===== src/rtl/cps_pkg.sv =====
`timescale 1ns / 1ps
// ----------------------------------------------------------------------------
// cps_pkg
// Shared types and codes for the CPU process scheduler.
// ----------------------------------------------------------------------------
package cps_pkg;

  // Number of process slots; process numbers are 5 bits wide.
  localparam int MAX_PROCS = 32;

  localparam logic [1:0] MODE_FCFS = 2'd0;
  localparam logic [1:0] MODE_SJF  = 2'd1;
  localparam logic [1:0] MODE_RR   = 2'd2;

  localparam logic [1:0] REG_MODE  = 2'd0;
  localparam logic [1:0] REG_SLICE = 2'd1;
  localparam logic [1:0] REG_TASKS = 2'd2;

  localparam logic FUNC_ARRIVE = 1'b0;
  localparam logic FUNC_TICK   = 1'b1;

  // Command broadcast to every cell of the ready queue.
  typedef struct packed {
    logic push;   // append a process at the tail
    logic take;   // remove the entry whose position matches take_pos
  } cell_cmd_t;

  // Result of one tick.
  typedef struct packed {
    logic [15:0] now;
    logic        all_done;
    logic        finished;
    logic        first_run;
    logic        idle;
    logic [4:0]  run_pid;
  } tick_res_t;

endpackage


===== src/rtl/cps_cell.sv =====
`timescale 1ns / 1ps
// ----------------------------------------------------------------------------
// cps_cell
// One slot of the ready queue: holds a process number, shifts toward the head.
// ----------------------------------------------------------------------------
module cps_cell #(
  parameter int ID_W  = 5,
  parameter int POS_W = 5
) (
  input  logic                 clk,
  input  cps_pkg::cell_cmd_t   cmd,
  input  logic [POS_W-1:0]     my_pos,
  input  logic [POS_W:0]       count,
  input  logic [POS_W-1:0]     take_pos,
  input  logic [ID_W-1:0]      push_id,
  input  logic [ID_W-1:0]      up_id,
  output logic [ID_W-1:0]      id
);
  import cps_pkg::*;

  logic [ID_W-1:0] id_next;
  logic            at_tail;
  logic            shift;

  assign at_tail = ({1'b0, my_pos} == count);
  assign shift   = cmd.take && (my_pos >= take_pos);

  always_comb begin
    id_next = id;
    if (shift) begin
      id_next = up_id;
    end
    if (cmd.push && at_tail) begin
      id_next = push_id;
    end
  end

  // Payload only: the queue count decides which cells hold live entries.
  always_ff @(posedge clk) begin
    id <= id_next;
  end
endmodule


===== src/rtl/cps_queue.sv =====
`timescale 1ns / 1ps
// ----------------------------------------------------------------------------
// cps_queue
// Ready queue built as a row of cells with occupancy count.
// ----------------------------------------------------------------------------
module cps_queue #(
  parameter int DEPTH = 32,
  parameter int ID_W  = 5
) (
  input  logic                          clk,
  input  logic                          rst,
  input  cps_pkg::cell_cmd_t            cmd,
  input  logic [$clog2(DEPTH)-1:0]      take_pos,
  input  logic [ID_W-1:0]               push_id,
  output logic [$clog2(DEPTH):0]        count,
  output logic [ID_W-1:0]               ids [DEPTH]
);
  import cps_pkg::*;
  localparam int POS_W = $clog2(DEPTH);

  logic [POS_W:0] count_next;

  for (genvar g = 0; g < DEPTH; g++) begin : g_cell
    logic [ID_W-1:0] up;
    if (g == DEPTH - 1) begin : g_last
      assign up = ids[g];
    end else begin : g_mid
      assign up = ids[g+1];
    end
    cps_cell #(.ID_W(ID_W), .POS_W(POS_W)) u_cell (
      .clk(clk), .cmd(cmd), .my_pos(POS_W'(g)), .count(count),
      .take_pos(take_pos), .push_id(push_id), .up_id(up), .id(ids[g])
    );
  end

  // A push in the same cycle as a take would write cell count, not count-1 after the shift;
  // the controller never issues both together.
  always_comb begin
    count_next = count;
    if (cmd.push && count != (POS_W+1)'(DEPTH)) begin
      count_next = count + 1'b1;
    end else if (cmd.take && count != '0) begin
      count_next = count - 1'b1;
    end
  end

  always_ff @(posedge clk) begin
    if (rst) begin
      count <= '0;
    end else begin
      count <= count_next;
    end
  end

  assert property (@(posedge clk) disable iff (rst) count <= (POS_W+1)'(DEPTH))
    else $error("queue count beyond depth");
  assert property (@(posedge clk) disable iff (rst) !(cmd.push && cmd.take))
    else $error("push and take together");
  assert property (@(posedge clk) disable iff (rst)
    cmd.take |=> count == $past(count) - 1'b1)
    else $error("take did not shrink queue");
endmodule


===== src/rtl/cpu_process_scheduler.sv =====
`timescale 1ns / 1ps
// ----------------------------------------------------------------------------
// cpu_process_scheduler
// Tick-driven FCFS / SJF / round-robin CPU scheduler.
// ----------------------------------------------------------------------------
// The ready list is a row of cells that shift toward the head when an entry
// is taken. One item is handled at a time. An arrival first runs a duplicate
// scan over the queued entries, one cell per cycle, and then the push; with
// an empty queue the scan has no cells to walk. A tick passes through pick,
// memory read, execute and output, with an extra pick pass when a preempted
// process must be requeued first. In SJF mode with nothing running the pick
// scans the queue one cell per cycle for the shortest burst. FCFS and RR
// take the head directly. The result waits in an output register; input
// and register writes are taken again only once it is delivered. Per-process
// burst, used ticks and started flag live in small memories read at one
// address per cycle; used ticks and started flags are cleared on arrival, so
// no clearing pass is needed after reset.
module cpu_process_scheduler (
  input  logic        clk,
  input  logic        rst,
  input  logic        s_tvalid,
  output logic        s_tready,
  input  logic [15:0] s_tdata,   // [4:0] proc_id, [12:5] burst, [15:13] zero
  input  logic        s_tuser,   // func
  output logic        m_tvalid,
  input  logic        m_tready,
  output logic [23:0] m_tdata,   // [4:0] run_pid [5] idle [6] first_run
                                 // [7] finished [23:8] now
  output logic        m_tuser,   // all_done
  input  logic        cfg_valid,
  output logic        cfg_ready,
  input  logic [1:0]  cfg_index,
  input  logic [7:0]  cfg_data
);
  import cps_pkg::*;

  localparam int POS_W = $clog2(MAX_PROCS);
  localparam int ID_W  = 5;

  localparam logic [2:0] ST_IDLE = 3'd0;
  localparam logic [2:0] ST_SCAN = 3'd1;
  localparam logic [2:0] ST_PUSH = 3'd2;
  localparam logic [2:0] ST_PICK = 3'd3;
  localparam logic [2:0] ST_RUN  = 3'd4;
  localparam logic [2:0] ST_RUN2 = 3'd5;
  localparam logic [2:0] ST_OUT  = 3'd6;

  logic [2:0] state;

  logic [1:0] sched_mode;
  logic [7:0] slice_len;
  logic [5:0] task_count;

  logic       in_func;
  logic [4:0] in_pid;
  logic [7:0] in_burst;

  cell_cmd_t         cmd;
  logic [POS_W-1:0]  take_pos;
  logic [ID_W-1:0]   push_id;
  logic [POS_W:0]    count;
  logic [ID_W-1:0]   ids [MAX_PROCS];

  logic [POS_W:0]    scan_i;
  logic              dup;
  logic [POS_W-1:0]  best_pos;
  logic [7:0]        best_burst;
  logic [ID_W-1:0]   best_id;

  logic              run_valid;
  logic [ID_W-1:0]   run_id;
  logic [7:0]        slice_left;
  logic              pend_valid;
  logic [ID_W-1:0]   pend_id;
  logic [15:0]       clock_count;
  logic [5:0]        done_count;

  logic [7:0]        burst_mem [MAX_PROCS];
  logic [7:0]        used_mem  [MAX_PROCS];
  logic              start_mem [MAX_PROCS];
  logic [7:0]        rd_burst;
  logic [7:0]        rd_used;
  logic              rd_start;
  logic [ID_W-1:0]   rd_addr;

  logic [ID_W-1:0]   scan_id;
  logic [7:0]        scan_burst;

  logic              arr_ok;    // arrival is new, nonzero and fits
  logic              pick_now;  // take a process from the queue this cycle
  logic              fin_now;   // running process uses its last tick

  tick_res_t         res;

  assign s_tready  = (state == ST_IDLE) && !m_tvalid;
  assign cfg_ready = (state == ST_IDLE) && !m_tvalid;
  assign scan_id   = ids[scan_i[POS_W-1:0]];

  // Config registers
  always_ff @(posedge clk) begin
    if (rst) begin
      sched_mode <= MODE_FCFS;
      slice_len  <= 8'd1;
      task_count <= '0;
    end else if (cfg_valid && cfg_ready) begin
      unique case (cfg_index)
        REG_MODE:  sched_mode <= cfg_data[1:0];
        REG_SLICE: slice_len  <= cfg_data;
        REG_TASKS: task_count <= cfg_data[5:0];
        default: ;
      endcase
    end
  end

  // Memory read address: scan walks queue entries, run reads the runner.
  always_comb begin
    rd_addr = run_id;
    if (state == ST_SCAN) begin
      rd_addr = scan_id;
    end
  end

  always_ff @(posedge clk) begin
    rd_burst <= burst_mem[rd_addr];
    rd_used  <= used_mem[rd_addr];
    rd_start <= start_mem[rd_addr];
  end
  assign scan_burst = rd_burst;

  // Drop an arrival that is already queued, running or pending requeue, has a zero burst or finds the queue full.
  assign arr_ok = !in_func && !dup && in_burst != 8'd0
                  && count != (POS_W+1)'(MAX_PROCS)
                  && !(run_valid && run_id == in_pid)
                  && !(pend_valid && pend_id == in_pid);

  // SJF picks only after the scan has walked the queue.
  assign pick_now = !pend_valid && !run_valid && count != '0 &&
                    !(sched_mode == MODE_SJF && scan_i == '0);

  assign fin_now = ((rd_used + 8'd1) == rd_burst);

  always_comb begin
    cmd      = '0;
    take_pos = best_pos;
    push_id  = in_pid;
    if (state == ST_PUSH && arr_ok) begin
      cmd.push = 1'b1;
    end
    if (state == ST_PICK && pend_valid) begin
      cmd.push = 1'b1;
      push_id  = pend_id;
    end
    if (state == ST_PICK && pick_now) begin
      cmd.take = 1'b1;
    end
  end

  cps_queue #(.DEPTH(MAX_PROCS), .ID_W(ID_W)) u_queue (
    .clk(clk), .rst(rst), .cmd(cmd), .take_pos(take_pos), .push_id(push_id),
    .count(count), .ids(ids)
  );

  logic [ID_W-1:0] prev_scan_id;
  logic [POS_W:0]  prev_i;
  logic            prev_v;

  always_ff @(posedge clk) begin
    if (rst) begin
      state       <= ST_IDLE;
      m_tvalid    <= 1'b0;
      run_valid   <= 1'b0;
      pend_valid  <= 1'b0;
      clock_count <= '0;
      done_count  <= '0;
      scan_i      <= '0;
      prev_v      <= 1'b0;
    end else begin
      if (m_tvalid && m_tready) begin
        m_tvalid <= 1'b0;
      end
      unique case (state)
        ST_IDLE: begin
          if (s_tvalid && s_tready) begin
            in_func  <= s_tuser;
            in_pid   <= s_tdata[4:0];
            in_burst <= s_tdata[12:5];
            dup      <= 1'b0;
            scan_i   <= '0;
            prev_v   <= 1'b0;
            best_burst <= 8'hFF;
            best_id  <= '1;
            best_pos <= '0;
            state    <= s_tuser ? ST_PICK : ST_SCAN;
          end
        end
        ST_SCAN: begin
          // one cell per cycle; memory data for the previous cell arrives now
          if (prev_v && in_func) begin
            if (scan_burst < best_burst ||
                (scan_burst == best_burst && prev_scan_id < best_id)) begin
              best_burst <= scan_burst;
              best_id    <= prev_scan_id;
              best_pos   <= prev_i[POS_W-1:0];
            end
          end
          if (scan_i < count) begin
            if (!in_func && scan_id == in_pid) begin
              dup <= 1'b1;
            end
            prev_scan_id <= scan_id;
            prev_i       <= scan_i;
            prev_v       <= 1'b1;
            scan_i       <= scan_i + 1'b1;
          end else begin
            prev_v <= 1'b0;
            if (!prev_v) begin
              state <= in_func ? ST_PICK : ST_PUSH;
            end
          end
        end
        ST_PUSH: begin
          state <= ST_IDLE;
        end
        ST_PICK: begin
          if (pend_valid) begin
            pend_valid <= 1'b0;
          end else if (!run_valid && count != '0 &&
                       sched_mode == MODE_SJF && !prev_v && scan_i == '0) begin
            state  <= ST_SCAN;
            prev_v <= 1'b0;
          end else begin
            if (pick_now) begin
              run_id     <= (sched_mode == MODE_SJF) ? ids[best_pos] : ids[0];
              run_valid  <= 1'b1;
              slice_left <= (slice_len == '0) ? 8'd1 : slice_len;
            end
            state <= ST_RUN;
          end
        end
        ST_RUN: state <= ST_RUN2;
        ST_RUN2: begin
          res.now     <= clock_count;
          clock_count <= clock_count + 16'd1;
          if (run_valid) begin
            res.run_pid   <= run_id;
            res.idle      <= 1'b0;
            res.first_run <= !rd_start;
            res.finished  <= fin_now;
            if (slice_left != '0) begin
              slice_left <= slice_left - 8'd1;
            end
            if (fin_now) begin
              run_valid <= 1'b0;
              if (done_count != 6'd63) begin
                done_count <= done_count + 6'd1;
              end
            end else if (sched_mode == MODE_RR && slice_left <= 8'd1) begin
              pend_valid <= 1'b1;
              pend_id    <= run_id;
              run_valid  <= 1'b0;
            end
          end else begin
            res.run_pid   <= '0;
            res.idle      <= 1'b1;
            res.first_run <= 1'b0;
            res.finished  <= 1'b0;
          end
          state <= ST_OUT;
        end
        ST_OUT: begin
          // done_count already holds the count after this tick
          res.all_done <= (done_count == task_count);
          m_tvalid     <= 1'b1;
          state        <= ST_IDLE;
        end
        default: state <= ST_IDLE;
      endcase
    end
  end

  // SJF scan re-entry: distinguish pre-scan from post-scan pick
  // scan_i is nonzero after the scan walked at least one cell.

  always_ff @(posedge clk) begin
    if (state == ST_PUSH && arr_ok) begin
      burst_mem[in_pid] <= in_burst;
      used_mem[in_pid]  <= '0;
      start_mem[in_pid] <= 1'b0;
    end else if (state == ST_RUN2 && run_valid) begin
      used_mem[run_id]  <= rd_used + 8'd1;
      start_mem[run_id] <= 1'b1;
    end
  end

  assign m_tdata = {res.now, res.finished, res.first_run, res.idle, res.run_pid};
  assign m_tuser = res.all_done;

  assert property (@(posedge clk) disable iff (rst) m_tvalid |-> !s_tready)
    else $error("input taken while result waits");
  assert property (@(posedge clk) disable iff (rst)
    (state == ST_RUN2 && !run_valid) |=> res.idle)
    else $error("idle tick not flagged");
  assert property (@(posedge clk) disable iff (rst)
    !(run_valid && pend_valid && run_id == pend_id))
    else $error("process both running and pending");
endmodule


===== config.mk =====
export PLATFORM = sky130hd
export DESIGN_NAME = cpu_process_scheduler
export DESIGN_NICKNAME = d
export VERILOG_FILES = /design/src/rtl/cps_pkg.sv /design/src/rtl/cps_cell.sv /design/src/rtl/cps_queue.sv /design/src/rtl/cpu_process_scheduler.sv
export SDC_FILE = /design/constraint.sdc
export NUM_CORES = 1
export LEC_CHECK = 0
export CAP_MARGIN = 20
export CELL_PAD_IN_SITES_DETAIL_PLACEMENT = 1
export CELL_PAD_IN_SITES_GLOBAL_PLACEMENT = 1
export CORE_ASPECT_RATIO = 0.8
export CORE_UTILIZATION = 45
export DETAILED_ROUTE_END_ITERATION = 10
export DONT_BUFFER_PORTS = 1
export PLACE_DENSITY = 0.77
export SYNTH_ARGS = -nofsm -noshare
export SYNTH_HDL_FRONTEND = slang
export SYNTH_SLANG_ARGS = --single-unit
export TNS_END_PERCENT = 10

===== constraint.sdc =====
create_clock -name clk -period 3.7 [get_ports clk]
set_clock_uncertainty 0.15 [all_clocks]
set_input_delay 0.37 -clock clk [delete_from_list [all_inputs] [get_ports clk]]
set_output_delay 0.37 -clock clk [all_outputs]
set_load 0.02 [all_outputs]

**After elaboration in Yosys (flattened, before gate mapping)**

Memory sizes are Yosys's and may differ from the RTL's. A register that Yosys moved wholly into a read port is not among the register bits.
Cells that the tools add are included.
Widths: inputs -> output; s select.

- Bits in registers: 303
- Bits in latches: 0
- Memory bits (writable): 544
- Bits in read-only memories: 0
- Bits of input ports: 32
- Output and inout bits: 28
- Logic and storage cells: 484
- Memories kept: 3

Memory list:

| memory | words | bits a word | read ports | clocked after memory_dff | write ports | line | source |
|---|---|---|---|---|---|---|---|
| burst_mem | 32 | 8 | 1 | 1 | 1 | cpu_process_scheduler.sv:78 | `logic [7:0] burst_mem [MAX_PROCS];` |
| used_mem | 32 | 8 | 1 | 1 | 1 | cpu_process_scheduler.sv:79 | `logic [7:0] used_mem [MAX_PROCS];` |
| start_mem | 32 | 1 | 1 | 1 | 1 | cpu_process_scheduler.sv:80 | `logic start_mem [MAX_PROCS];` |

- Add/subtract/negate cells: 7
- Multiply operators: 0
- Divide/modulo/power cells: 0
- $lt $le $gt $ge: 37
- Equal/unequal tests: 64
- Shifts and indexed selects: 0
- Mux-type cells: 138
- Bitwise gates (word level): 6
- Reductions and logical operators: 167

Operators with widths:

| kind | number |
|---|---|
| $mux 5 | 77 |
| $eq 5x6->1 const A | 16 |
| $logic_and 1x1->1 | 92 |
| $mux 8 | 10 |
| $ge 5x5->1 const A | 15 |
| $reduce_bool 2->1 | 35 |
| $bmux 5 s5 | 2 |
| $eq 4x6->1 const A | 8 |
| $ge 4x5->1 const A | 8 |
| $pmux 8 s2 | 2 |
| $mux 6 | 5 |
| $mux 1 | 28 |
| $eq 3x6->1 const A | 4 |
| $ge 3x5->1 const A | 4 |
| $pmux 5 s2 | 2 |
| $reduce_and 4->1 | 5 |
| $reduce_and 5->1 | 4 |
| $add 6x1->6 const B | 3 |
| $ne 2x2->1 const B | 9 |
| $add 16x1->16 const B | 1 |
| $eq 8x8->1 | 2 |
| $reduce_bool 8->1 | 2 |
| $eq 5x5->1 | 3 |
| $mux 3 | 5 |
| other kinds (40) | 77 |

**Longest topological paths before layout**

- Word-level depth: 11
- Gate-level depth with buffers: 15
- Gate-level depth less buffers: 11

**Hierarchy**

From an unflattened synthesis, not the netlist that was laid out.

- Cell total of the unflattened synthesis: 3486
- Area, all modules: 44844.3 um^2

Modules (own cells, without submodules):

| module | times used | cells each | area an instance (um^2) | sequential area each (um^2) |
|---|---|---|---|---|
| cpu_process_scheduler | 1 | 2376 | 31592.8 | 20279.4 |
| cps_cell | 32 | 33 | 399.1 | 150.1 |
| cps_queue | 1 | 54 | 479.2 | 120.1 |

**Least setup slack after synthesis**

Ideal clock, no wire load.

- Kind: register to register
- Start: register state[2]
- End: register best_burst[0], enable pin
- Library setup time: 0.399 ns
- Data arrival time: 2.773 ns
- Data required time: 3.151 ns
- Setup slack: 0.378 ns
- Stages on the path, launching flop included: 5
- Path buffers: 1
- Clock period less this slack: 3.322 ns
- Cells stage by stage: dfxtp_1 clkbuf_1 nor4_1 nand2_1 a21oi_1

- Cells in the longest elaborated chain, start to end: 5
- Elaborated cells between the ends (all ways): 9
- Those cells by class: eq/ne (4); reduce/logical (5)

Ends and longest elaborated chain:

| element | line | source |
|---|---|---|
| from (decl) | cpu_process_scheduler.sv:48 | `logic [2:0] state;` |
| from (signal assigned) | cpu_process_scheduler.sv:193 | `state <= s_tuser ? ST_PICK : ST_SCAN;` |
| from (signal assigned) | cpu_process_scheduler.sv:217 | `state <= in_func ? ST_PICK : ST_PUSH;` |
| $logic_not 3->1 | -- |  |
| $logic_and 1x1->1 | -- |  |
| via cfg_ready | cpu_process_scheduler.sv:31 | `output logic cfg_ready,` |
| $logic_and 1x1->1 | cpu_process_scheduler.sv:183 | `if (s_tvalid && s_tready) begin` |
| $ne 2x1->1 (no line) | -- |  |
| $reduce_and 5->1 (no line) | -- |  |
| to (signal assigned) | cpu_process_scheduler.sv:201 | `best_burst <= scan_burst;` |
| to (decl) | cpu_process_scheduler.sv:67 | `logic [7:0] best_burst;` |

The timed path passes the listed nets, and every way through them passes these cells.
A chain may end at the register's enable or synchronous reset.

**Worst setup path in the final report**

- Start: register u_queue.g_cell[24].u_cell.id[1]
- End: register rd_burst[7], read port of burst_mem

- Cells in the longest elaborated chain, start to end: 4

Ends and longest elaborated chain:

| element | line | source |
|---|---|---|
| from (decl) | cps_cell.sv:17 | `output logic [ID_W-1:0] id` |
| from (signal assigned) | cps_cell.sv:40 | `id <= id_next;` |
| $bmux 5 s5 | cpu_process_scheduler.sv:97 | `assign scan_id = ids[scan_i[POS_W-1:0]];` |
| $mux 5 (not written as such) (2 in series) | cpu_process_scheduler.sv:97 |  |
| $mux 5 | cpu_process_scheduler.sv:118 | `if (state == ST_SCAN) begin` |
| to (decl) | cpu_process_scheduler.sv:81 | `logic [7:0] rd_burst;` |

Every way passes these cells. The select of a mux whose other input is x is not followed.

==> results_dict.tcl <==
set metrics [dict create \
    cp.required_ps 4140 \
    cts_tree "built" \
    die_h_um 263 \
    setup_viol 0 \
    synth.top_cell.area_share_pct 61.9 \
    insertion_delay_ps 660 \
    fin_nets 3266 \
    multi_input_area_um2 12200 \
    htree_levels 3 \
    worstPathMaxFanout 32 \
    clkSlewWorstSetupHoldPaths_ps 60 \
    crit_path_start "u_queue.g_cell[24].u_cell.id[1]$_DFFE_PP_" \
    yosys_warnings 0 \
    cp.arrival_ps 4110 \
    relSlewSlack_pct 27.2 \
    total_power_uw 21700 \
    synthAdderAreaFrac_pct 0.946 \
    fmax_mhz 272 \
    failed_checks "design-rule violations" \
    dr_total_vias 27100 \
    pin_count 60 \
    grt_pass1_wl_um 180000 \
    slew_viol_final 0 \
    register_area_um2 25200 \
    viasPerCell 6.17 \
    synth_area_leaders "edfxtp_1 62%, nand2_1 7.0%, dfxtp_1 3.9%" \
    endpoint "rd_burst[7]$_DFF_P_" \
    rows 95 \
    reg2reg_slack_ps 30 \
    comb_power_share_pct 12.3 \
    yosysSeqAreaShare_pct 65.7 \
    synthMuxAreaShare_pct 8.80 \
    holdCritPathClass "primary input to register" \
    wl_um 121000 \
    ant_nets 0 \
    ys_ff_latch 864 \
    p_int_uw 16000 \
    syn_area_per_cell_um2 12.5 \
    crit_chain "mux4_2 > a22o_1 > a31oi_1 > nand4_1 > nand2_4 > buf_12 > buf_4 > buf_4 > nand2_1 > nand3_1 > nand4_1 > nand4_1" \
    drive_above_1_share_pct 16.3 \
    synth-async-reset-ratio_pct 0 \
    min_period_ps 3670 \
    synth_ff_type "edfxtp_1" \
    yosys.area_share.simple_pct 15.5 \
    post-route-drc-count 8 \
    power_frac_seq_pct 50.2 \
    crit_path_end_kind "register" \
    io_buffers 0 \
    grt_pass1_vias 27900 \
    drv_cap 0 \
    routedWlPerCell_um 27.5 \
    grt_max_degree 80 \
    yosysMostFrequentCell "edfxtp_1" \
    hold_violations 0 \
    ir_worst_vdd_mv 0.391 \
    clockBufferDepth 3 \
    hold_slack_ps 88.2 \
    die_x_um 328 \
    hpwl_um 79500 \
    core-area_um2 84200 \
    fillCellCount 8546 \
    placed_area_um2 40700 \
    slowest_delay_ps 520 \
    cp.depth 12 \
    cts-buffers-inserted 84 \
    tightest_slew_ps 1090 \
    path_buf_inv 3 \
    yosys.area.top_type "edfxtp_1" \
    min_period_over_period_pct 99.2 \
    synth_cells 3079 \
    rsz0062_at_grt "yes" \
    status "complete, but fails checks" \
    firstDrtPassIters 8 \
    path_class "register to register" \
    regToRegEndpoint "rd_burst[7]$_DFF_P_" \
    reg2reg_from "u_queue.g_cell[24].u_cell.id[1]$_DFFE_PP_" \
    gp_congestion 0.916 \
    cp_top_family "simple AND/OR/NAND/NOR gates" \
    synthTopCellsByCount "790 x edfxtp_1, 711 x nand2_1, 237 x nand3_1" \
    cp_slowest_cell "edfxtp_1" \
    synth_edf_count 790 \
    dieArea_um2 86400 \
    cts.sinks 864 \
    synthesis.nets 3140 \
    overflow 0 \
    start_util_pct 45.6 \
    powerDensity_nw_per_um2 497 \
    cpMostUsedCell "nand4_1" \
    sw_frac_of_total_pct 26.3 \
    start_kind "register" \
    total_leakage_power_uw 0.0149 \
    p_clk_share_pct 37.4 \
    synth_cell_types 73 \
    antenna_found_initial 6 \
    grtUsageTotal_pct 27.7 \
    worstRegToRegCells 12 \
    drt_first_iter_violations 3206 \
    root_buffer "clkbuf_16" \
    synth_area_um2 38300 \
    fin_setup_tns_ps 0 \
    area_growth_pct 13.7 \
    fin_area_um2 43600 \
    synth_top_family_by_area "simple AND/OR/NAND/NOR gates" \
    p_switching_uw 5700 \
    synth-xor-area-share_pct 1.48 \
    synth_compound_area_share_pct 4.80 \
]
## metal layers
metal  track usage, %  share of wire [%]  vias to the layer above
met2             43.1                 46                     1296
met5                0             0.0075                        -
met3             5.80                9.2                      238
met1             39.2                 42                    13900
met4             8.18                2.8                        2
li1                 -                  -                    11600
## worst min-delay path by stage
stage | startpoint | to | slack, ps | cells after the start
6_report | s_tvalid | scan_i[3]$_SDFFE_PP0P_ | 90 | 2
3_5_place_dp | rst | scan_i[1]$_SDFFE_PP0P_ | 300 | 1
2_1_floorplan | run_id[0]$_DFFE_PP_ | pend_id[0]$_DFFE_PP_ | 270 | 0
4_1_cts | s_tvalid | scan_i[2]$_SDFFE_PP0P_ | 20 | 2
3_3_place_gp | rst | task_count[2]$_SDFFE_PP0P_ | 300 | 1
5_1_grt | s_tvalid | scan_i[3]$_SDFFE_PP0P_ | 90 | 2
## worst reg2reg max path, delay by kind of cell (launching register included)
kind,cells,cell delay (ps)
AO/OA/AOI/OAI,2,600
buffers and inverters,3,750
flip-flops,1,520
multiplexers,1,510
AND/OR/NAND/NOR,6,1080
## through the flow
| step | util, % | instances | worst slack [ps] |
|---|---|---|---|
| 3_3_place_gp | 48.3 | 4196 | 168 |
| 3_5_place_dp | 48.3 | 4196 | 67.3 |
| 5_1_grt | 51.8 | 4387 | -60.5 |
| 4_1_cts | 51.7 | 4379 | 59.5 |
| 6_report | 51.8 | 4387 | 30.2 |
| 2_1_floorplan | - | 3079 | 378 |
## registers in the layout, indices dropped and copies added (netlist names), 6 cells and up
register	cells
burst_mem	256
used_mem	256
u_queue.g_cell.u_cell.id	160
start_mem	32
m_tdata	24
clock_count	16
best_burst	8
in_burst	8
rd_burst	8
rd_used	8
slice_left	8
slice_len	8
done_count	6
scan_i	6
task_count	6
u_queue.count	6
## power by group through the flow
stage	combinational [uW]	clock [uW]	sequential [uW]
6_report	2670	8110	10900
5_1_grt	2860	8510	10900
4_1_cts	2610	8180	10900
3_5_place_dp	2530	0	11100
3_3_place_gp	2400	0	11100
2_1_floorplan	1570	0	11000
## logic make-up after synthesis
kind of cell	Yosys count
AO/OA/AOI/OAI	298
XOR/XNOR	65
buffers and inverters	238
adder cells (fa/ha/maj)	29
flip-flops	864
multiplexers	238
AND/OR/NAND/NOR	1347
## layout make-up
type / instances / area share [%]
Antenna cell: 2 / 0.0115
Clock buffer: 108 / 5.08
Clock inverter: 43 / 0.631
Inverter: 49 / 0.422
Multi-Input combinational cell: 1977 / 28.0
Sequential cell: 864 / 57.8
Tap cell: 1115 / 3.20
Timing Repair Buffer: 229 / 4.86
## placed cells by master (no fill, tap or decap), drive strengths merged, types with 23 or more instances in the layout
| master | n |
|---|---|
| a21oi | 39 |
| a31oi | 77 |
| buf | 196 |
| clkbuf | 110 |
| clkinv | 38 |
| dfxtp | 74 |
| dlygate4sd3 | 31 |
| edfxtp | 790 |
| ha | 29 |
| inv | 51 |
| mux2 | 108 |
| mux2i | 65 |
| mux4 | 65 |
| nand2 | 715 |
| nand3 | 237 |
| nand4 | 104 |
| nor2 | 168 |
| nor3 | 23 |
| o21ai | 110 |
| xnor2 | 31 |
| xor2 | 34 |
## repair_timing
action / in CTS / in global routing
hold buffers: 32 / 0
hold endpoints to repair: 123 / 0
gates resized for setup: 0 / 14
endpoints found under the setup margin: 0 / 75
setup buffers: 0 / 2
(Power assumes the default switching activity.)
